<file path="config.mk">
export PLATFORM = sky130hd
export DESIGN_NAME = lsc_ctrl
export DESIGN_NICKNAME = d
export VERILOG_FILES = /design/src/rtl/lsc_pkg.sv /design/src/rtl/lsc_ctrl.sv
export SDC_FILE = /design/constraint.sdc
export NUM_CORES = 1
export LEC_CHECK = 0
export BUFFER_PORTS_ARGS = -buffer_cell sky130_fd_sc_hd__buf_4
export CORE_AREA = 10 10 47 49
export CTS_CLUSTER_DIAMETER = 50
export DETAILED_ROUTE_END_ITERATION = 12
export DIE_AREA = 0 0 57 59
export GPL_TIMING_DRIVEN = 0
export PLACE_DENSITY_LB_ADDON = 0.1
export SLEW_MARGIN = 20
export SYNTH_ARGS = -nofsm -noshare
export SYNTH_HDL_FRONTEND = slang
export SYNTH_SLANG_ARGS = --single-unit
</file>
<file path="constraint.sdc">
create_clock -name clk -period 1 [get_ports clk]
set_input_delay 0 -clock clk [delete_from_list [all_inputs] [get_ports clk]]
set_output_delay 0 -clock clk [all_outputs]
set_load 0.03 [all_outputs]
</file>
<file path="src/rtl/lsc_pkg.sv">
package lsc_pkg;

    localparam int PHASE_BITS_DEF      = 32;
    localparam int SINE_INDEX_BITS_DEF = 10;
    localparam int OUTPUT_BITS_DEF     = 16;

    localparam int CFG_INDEX_W = 3;
    localparam int CFG_DATA_W  = 40;

    localparam int WAVE_W  = 1;
    localparam int DIR_W   = 2;
    localparam int FREQ_W  = 32;
    localparam int SLOPE_W = 40;
    localparam int RAMP_W  = 24;
    localparam int GAIN_W  = 16;

    localparam logic [CFG_INDEX_W-1:0] REG_WAVEFORM  = 3'd0;
    localparam logic [CFG_INDEX_W-1:0] REG_DIRECTION = 3'd1;
    localparam logic [CFG_INDEX_W-1:0] REG_START     = 3'd2;
    localparam logic [CFG_INDEX_W-1:0] REG_SLOPE     = 3'd3;
    localparam logic [CFG_INDEX_W-1:0] REG_RAMP      = 3'd4;
    localparam logic [CFG_INDEX_W-1:0] REG_GAIN      = 3'd5;

    localparam logic [DIR_W-1:0] DIR_FORWARD  = 2'd1;
    localparam logic [DIR_W-1:0] DIR_BACKWARD = 2'd2;

    localparam logic [RAMP_W-1:0] RAMP_RESET = 24'd48000;
    localparam logic [GAIN_W-1:0] GAIN_RESET = 16'd16384;

    localparam int FRAC_BITS  = 16;
    localparam int GAIN_FRAC  = 14;
    localparam int SLOPE_LO_W = 20;
    localparam int LO_PROD_W  = SLOPE_LO_W + RAMP_W;
    localparam int PROD_W     = 64;
    localparam int MUL_A_W    = 25;
    localparam int MUL_B_W    = 24;
    localparam int MUL_P_W    = MUL_A_W + MUL_B_W;
    localparam int MAG_W      = 24;

    localparam longint unsigned HALF_PI_Q30 = 64'd1686629713;

    typedef enum logic [1:0] {
        MUL_SLOPE_LO,
        MUL_SLOPE_HI,
        MUL_GAIN
    } mul_sel_t;

    typedef struct packed {
        logic     mul_en;
        mul_sel_t mul_sel;
        logic     lo_en;
        logic     freq_en;
        logic     sweep_step;
        logic     lookup;
        logic     tone_step;
        logic     load_out;
    } lsc_cmd_t;

    typedef struct packed {
        logic waveform;
        logic out_blocked;
    } lsc_status_t;

    // quarter-wave entry j, Q30 Taylor series of sin up to the 17th power
    function automatic logic [MAG_W-1:0] sine_entry(input int unsigned j,
                                                    input int unsigned qbits,
                                                    input int unsigned obits);
        longint unsigned a;
        longint unsigned term;
        longint unsigned sum;
        longint unsigned amp;
        longint unsigned v;
        a    = (HALF_PI_Q30 * 64'(j) + (64'd1 << (qbits - 1))) >> qbits;
        term = a;
        sum  = a;
        amp  = (64'd1 << (obits - 1)) - 64'd1;
        for (int n = 1; n <= 8; n++)
        begin
            term = (((term * a) >> 30) * a) >> 30;
            case (n)
                1:       term = term / 6;
                2:       term = term / 20;
                3:       term = term / 42;
                4:       term = term / 72;
                5:       term = term / 110;
                6:       term = term / 156;
                7:       term = term / 210;
                default: term = term / 272;
            endcase
            if ((n & 1) != 0)
            begin
                sum = sum - term;
            end
            else
            begin
                sum = sum + term;
            end
        end
        v = (sum * amp + (64'd1 << 29)) >> 30;
        if (v > amp)
        begin
            v = amp;
        end
        return v[MAG_W-1:0];
    endfunction

endpackage

</file>
<file path="src/rtl/lsc_ctrl.sv">
module lsc_ctrl (
    input  logic                 clk,
    input  logic                 rst_n,
    input  logic                 request_valid,
    input  logic                 sample_request,
    output logic                 request_stall,
    input  lsc_pkg::lsc_status_t status,
    output lsc_pkg::lsc_cmd_t    cmd
);

    typedef enum logic [2:0] {
        S_IDLE,
        S_MUL_LO,
        S_MUL_HI,
        S_FREQ,
        S_ADVANCE,
        S_LOOKUP,
        S_SCALE,
        S_FINISH
    } state_t;

    state_t state_reg;
    logic   stall_reg;

    assign request_stall = stall_reg;

    always_comb
    begin
        cmd         = '0;
        cmd.mul_sel = lsc_pkg::MUL_GAIN;
        case (state_reg)
            S_MUL_LO:
            begin
                cmd.mul_en  = 1'b1;
                cmd.mul_sel = lsc_pkg::MUL_SLOPE_LO;
            end
            S_MUL_HI:
            begin
                cmd.mul_en  = 1'b1;
                cmd.mul_sel = lsc_pkg::MUL_SLOPE_HI;
                cmd.lo_en   = 1'b1;
            end
            S_FREQ:
            begin
                cmd.freq_en = 1'b1;
            end
            S_ADVANCE:
            begin
                cmd.sweep_step = 1'b1;
            end
            S_LOOKUP:
            begin
                cmd.lookup    = 1'b1;
                cmd.tone_step = ~status.waveform;
            end
            S_SCALE:
            begin
                cmd.mul_en  = 1'b1;
                cmd.mul_sel = lsc_pkg::MUL_GAIN;
            end
            S_FINISH:
            begin
                cmd.load_out = ~status.out_blocked;
            end
            default:
            begin
                cmd.mul_en = 1'b0;
            end
        endcase
    end

    always_ff @(posedge clk or negedge rst_n)
    begin
        if (!rst_n)
        begin
            state_reg <= S_IDLE;
            stall_reg <= 1'b0;
        end
        else
        begin
            case (state_reg)
                S_IDLE:
                begin
                    if (request_valid && sample_request)
                    begin
                        state_reg <= status.waveform ? S_MUL_LO : S_LOOKUP;
                        stall_reg <= 1'b1;
                    end
                end
                S_MUL_LO:  state_reg <= S_MUL_HI;
                S_MUL_HI:  state_reg <= S_FREQ;
                S_FREQ:    state_reg <= S_ADVANCE;
                S_ADVANCE: state_reg <= S_LOOKUP;
                S_LOOKUP:  state_reg <= S_SCALE;
                S_SCALE:   state_reg <= S_FINISH;
                S_FINISH:
                begin
                    if (!status.out_blocked)
                    begin
                        state_reg <= S_IDLE;
                        stall_reg <= 1'b0;
                    end
                end
                default:
                begin
                    state_reg <= S_IDLE;
                    stall_reg <= 1'b0;
                end
            endcase
        end
    end

endmodule

</file>
==> out/metrics.yaml <==
power:
  p_clk_frac: 0.108
  power_per_cell_area_mw_per_mm2: 3150
  switching_power_w: 0.000800
  power_leakage_nw: 0.279
  comb_power_share: 0.755
  netSwitchingFraction: 0.421
  power_report.internal_total_w: 0.00110
  vdd_drop_max_v: 0.00106
  power_w: 0.00190
  power.share.sequential: 0.137
floorplan:
  num_rows: 14
  core_mm2: 0.00140
  initial_core_util: 0.233
  floorplan.die.height_um: 59
  die_width_um: 57
  dieArea_mm2: 0.00336
  pin_count: 16
grt:
  grt_start_max_net_pins: 11
  globalRoute.busiestLayer: "met2"
  grt_use_met2: 0.0853
  grt_first_pass_wirelength_mm: 1.46
  antenna_found_initial: 0
  gr-usage-met1: 0.0504
  grt_pass1_vias: 352
  grt_use_met3: 0.0279
  grt_usage: 0.0581
  grt.overflow.total: 0
final_layout:
  drive_gt1_frac: 0.644
  largest_register_ff_count: 3
  antenna_diode_count: 0
  fin_nets: 67
  nFillCells: 150
  multi_input_comb_area_um2: 199
  layout-area-overhead-vs-synth_pct: 84.7
  seq_area_um2: 100
clock_network:
  clk-insertion-delay-late_ns: 0.24
  cts.htree.levels: 1
  cts_inserted_buffers: 3
  clock_tree_from_tritoncts: "built"
  numClockSinks: 4
  cts.root.buffer_cell: "sky130_fd_sc_hd__clkbuf_4"
  post_cts_clock_slew_at_the_launch_and_capture_registers_of_the_worst_setup_and_hold_paths_ns: 0.04
  max-clock-path-buffers: 2
drt:
  pre_antenna_drt_iters: 1
  avgViaCountPerCell: 4.55
  dr_total_vias: 341
  route.antenna.remaining_nets: 0
  drcViolationCount: 0
  drt-wirelength-per-cell_um: 12.3
  wire_length_reported_by_the_detailed_router_um: 922
  drt_iter0_markers: 0
logic_synthesis:
  ys_ff_latch: 4
  leading_post_synthesis_cells_by_cell_area: "sky130_fd_sc_hd__dfrtp_1 (31%), sky130_fd_sc_hd__buf_6 (10%), sky130_fd_sc_hd__a211oi_2 (7.7%), sky130_fd_sc_hd__nand4bb_1 (6.9%), sky130_fd_sc_hd__and4b_4 (4.2%)"
  synth.cells.most_frequent: "sky130_fd_sc_hd__dfrtp_1 (4), sky130_fd_sc_hd__buf_6 (3)"
  yosysWarningCount: 0
  ys_seq_area_frac: 0.307
  yosysUniqueCellTypes: 21
  synth-edff-count: 0
  synth_area_leader_cell: "sky130_fd_sc_hd__dfrtp_1"
  synth.most_common_cell: "sky130_fd_sc_hd__dfrtp_1"
  ys_async_sr_fraction: 1.00
  synthCells: 33
  syn_area_um2: 327
  synth_top_area_frac: 0.307
  synth.avg_cell_area_um2: 9.90
  synth_fp_nets: 39
  ys.flop_type: "sky130_fd_sc_hd__dfrtp_1"
critical_path:
  crit_type: "reg -> out"
  crit_path_max_fanout: 8
  cp_data_required_time_ns: 1.00
  ff2ff_setup_slack_ns: -0.14
  worstReg2RegEnd: "state_reg[2]$_DFFE_PN0P_"
  timing.critical_path.to_type: "output port"
  timing.critical_path.from_type: "register"
  r2r_cells: 5
  rr_startpoint: "state_reg[1]$_DFFE_PN0P_"
  critical_path_arrival_ns: 1.25
status:
  outcome: "complete, but fails checks"
  violations_in_the_final_reports: "negative setup slack"
sta:
  worst_pin_slew_ns: 0.222
  final-setup-viol-count: 11
  worst_rel_slew_slack: 0.852
  fmax_ghz: 0.802
  post-route-min-period_ns: 1.25
  timing.final.hold_violations: 0
  crit_share_post_route: 1.25
  slew_violations: 0
  timing.clock.skew_ns: 0.00470
  rsz0062_at_grt: "yes"
  timing.final.ws_setup_ns: -0.247
placement:
  setup_slack_after_placement_ns: -0.0463
  gp_congestion: 0.704
  place.detailed.hpwl_um: 689
  io_buffer_count: 15
worst_hold_path:
  min-delay-start: "status[0]"
  hold_path_end: "state_reg[1]$_DFFE_PN0P_"
  min_delay_path_depth: 3
  holdCritPathClass: "in -> reg"
job:
  max_cap_violations: 0
[worst max path at each step]
stage	startpoint	to	slack, ns	cells after the start
after floorplan	state_reg[0]$_DFFE_PN0P_	cmd[6]	-0.13	3
after global placement	state_reg[0]$_DFFE_PN0P_	cmd[6]	-0.04	4
after detailed placement	state_reg[0]$_DFFE_PN0P_	cmd[6]	-0.05	4
after CTS	state_reg[1]$_DFFE_PN0P_	cmd[1]	-0.26	4
after global routing	state_reg[0]$_DFFE_PN0P_	cmd[6]	-0.31	4
final	state_reg[1]$_DFFE_PN0P_	cmd[1]	-0.25	4
[critical path: stages, from the launching register on]
cell and delay [ns]:
sky130_fd_sc_hd__dfrtp_1 0.38, sky130_fd_sc_hd__buf_6 0.14, sky130_fd_sc_hd__and3b_2 0.23, sky130_fd_sc_hd__nor2b_4 0.13, sky130_fd_sc_hd__buf_6 0.13
[routing by layer]
layer	vias to the layer above	wire [um]
li1	167	-
met2	14	455
met5	-	0
met4	0	53
met1	155	325
met3	5	88
[power by group through the flow]
stage                     sequential [W]  clock (W)  combinational (W)
after detailed placement        0.000263          0            0.00118
after global placement          0.000261          0            0.00117
after CTS                       0.000261   0.000208            0.00137
after floorplan                 0.000263          0           0.000862
after global routing            0.000271   0.000226            0.00154
final                           0.000260   0.000204            0.00143
[per-stage QoR]
step / util / hold WS [ns] / setup TNS, ns / std cells / area, um^2
4_1_cts: 0.415 / 0.0342 / -2.07 / 73 / 582
5_1_grt: 0.430 / 0.0490 / -2.92 / 75 / 603
3_5_place_dp: 0.344 / -0.202 / -0.0655 / 64 / 482
3_3_place_gp: 0.344 / -0.203 / -0.0454 / 64 / 482
2_1_floorplan: - / -0.296 / -0.440 / 33 / 349
6_report: 0.430 / 0.0350 / -2.21 / 75 / 603
[cells by family after synthesis]
logic type,synth area share
AO/OA/AOI/OAI,0.180
buffers and inverters,0.149
flip-flops,0.307
AND/OR/NAND/NOR,0.364
[area by class of cell]
cell class                      count  share of cell area
Inverter                            2              0.0124
Multi-Input combinational cell     23               0.330
Sequential cell                     4               0.166
Buffer                              4              0.0747
Timing Repair Buffer               23               0.346
Tap cell                           16              0.0332
Clock buffer                        3              0.0373
[cells in the final DEF (no fill, tap or decap)]
| cell type | instances |
|---|---|
| sky130_fd_sc_hd__a211oi_2 | 2 |
| sky130_fd_sc_hd__a21boi_0 | 1 |
| sky130_fd_sc_hd__nor2b_4 | 1 |
| sky130_fd_sc_hd__a221oi_1 | 1 |
| sky130_fd_sc_hd__nor2_2 | 1 |
| sky130_fd_sc_hd__inv_1 | 2 |
| sky130_fd_sc_hd__buf_6 | 13 |
| sky130_fd_sc_hd__and4b_4 | 1 |
| sky130_fd_sc_hd__buf_4 | 13 |
| sky130_fd_sc_hd__nand4bb_1 | 2 |
| sky130_fd_sc_hd__nor3_2 | 1 |
| sky130_fd_sc_hd__nand2_1 | 2 |
| sky130_fd_sc_hd__nor3b_4 | 1 |
| sky130_fd_sc_hd__nand2b_1 | 2 |
| sky130_fd_sc_hd__nor2b_2 | 1 |
| sky130_fd_sc_hd__dfrtp_1 | 4 |
| sky130_fd_sc_hd__o21ai_1 | 1 |
| sky130_fd_sc_hd__a21o_1 | 1 |
| sky130_fd_sc_hd__and3b_2 | 1 |
| sky130_fd_sc_hd__clkbuf_4 | 3 |
| sky130_fd_sc_hd__and2_1 | 2 |
| sky130_fd_sc_hd__nor2_1 | 1 |
| sky130_fd_sc_hd__a21oi_1 | 1 |
| sky130_fd_sc_hd__dlygate4sd3_1 | 1 |
[repair_timing]
| item | 4_1_cts | 5_1_grt |
|---|---|---|
| pin swaps | 1 | 1 |
| hold buffers | 1 | 0 |
| gates resized for setup | 8 | 2 |
| buffers inserted | 5 | 2 |
| endpoints found under the hold margin | 4 | 0 |
| endpoints found under the setup margin | 10 | 12 |
No activity file was read; power rests on OpenSTA's default activity.
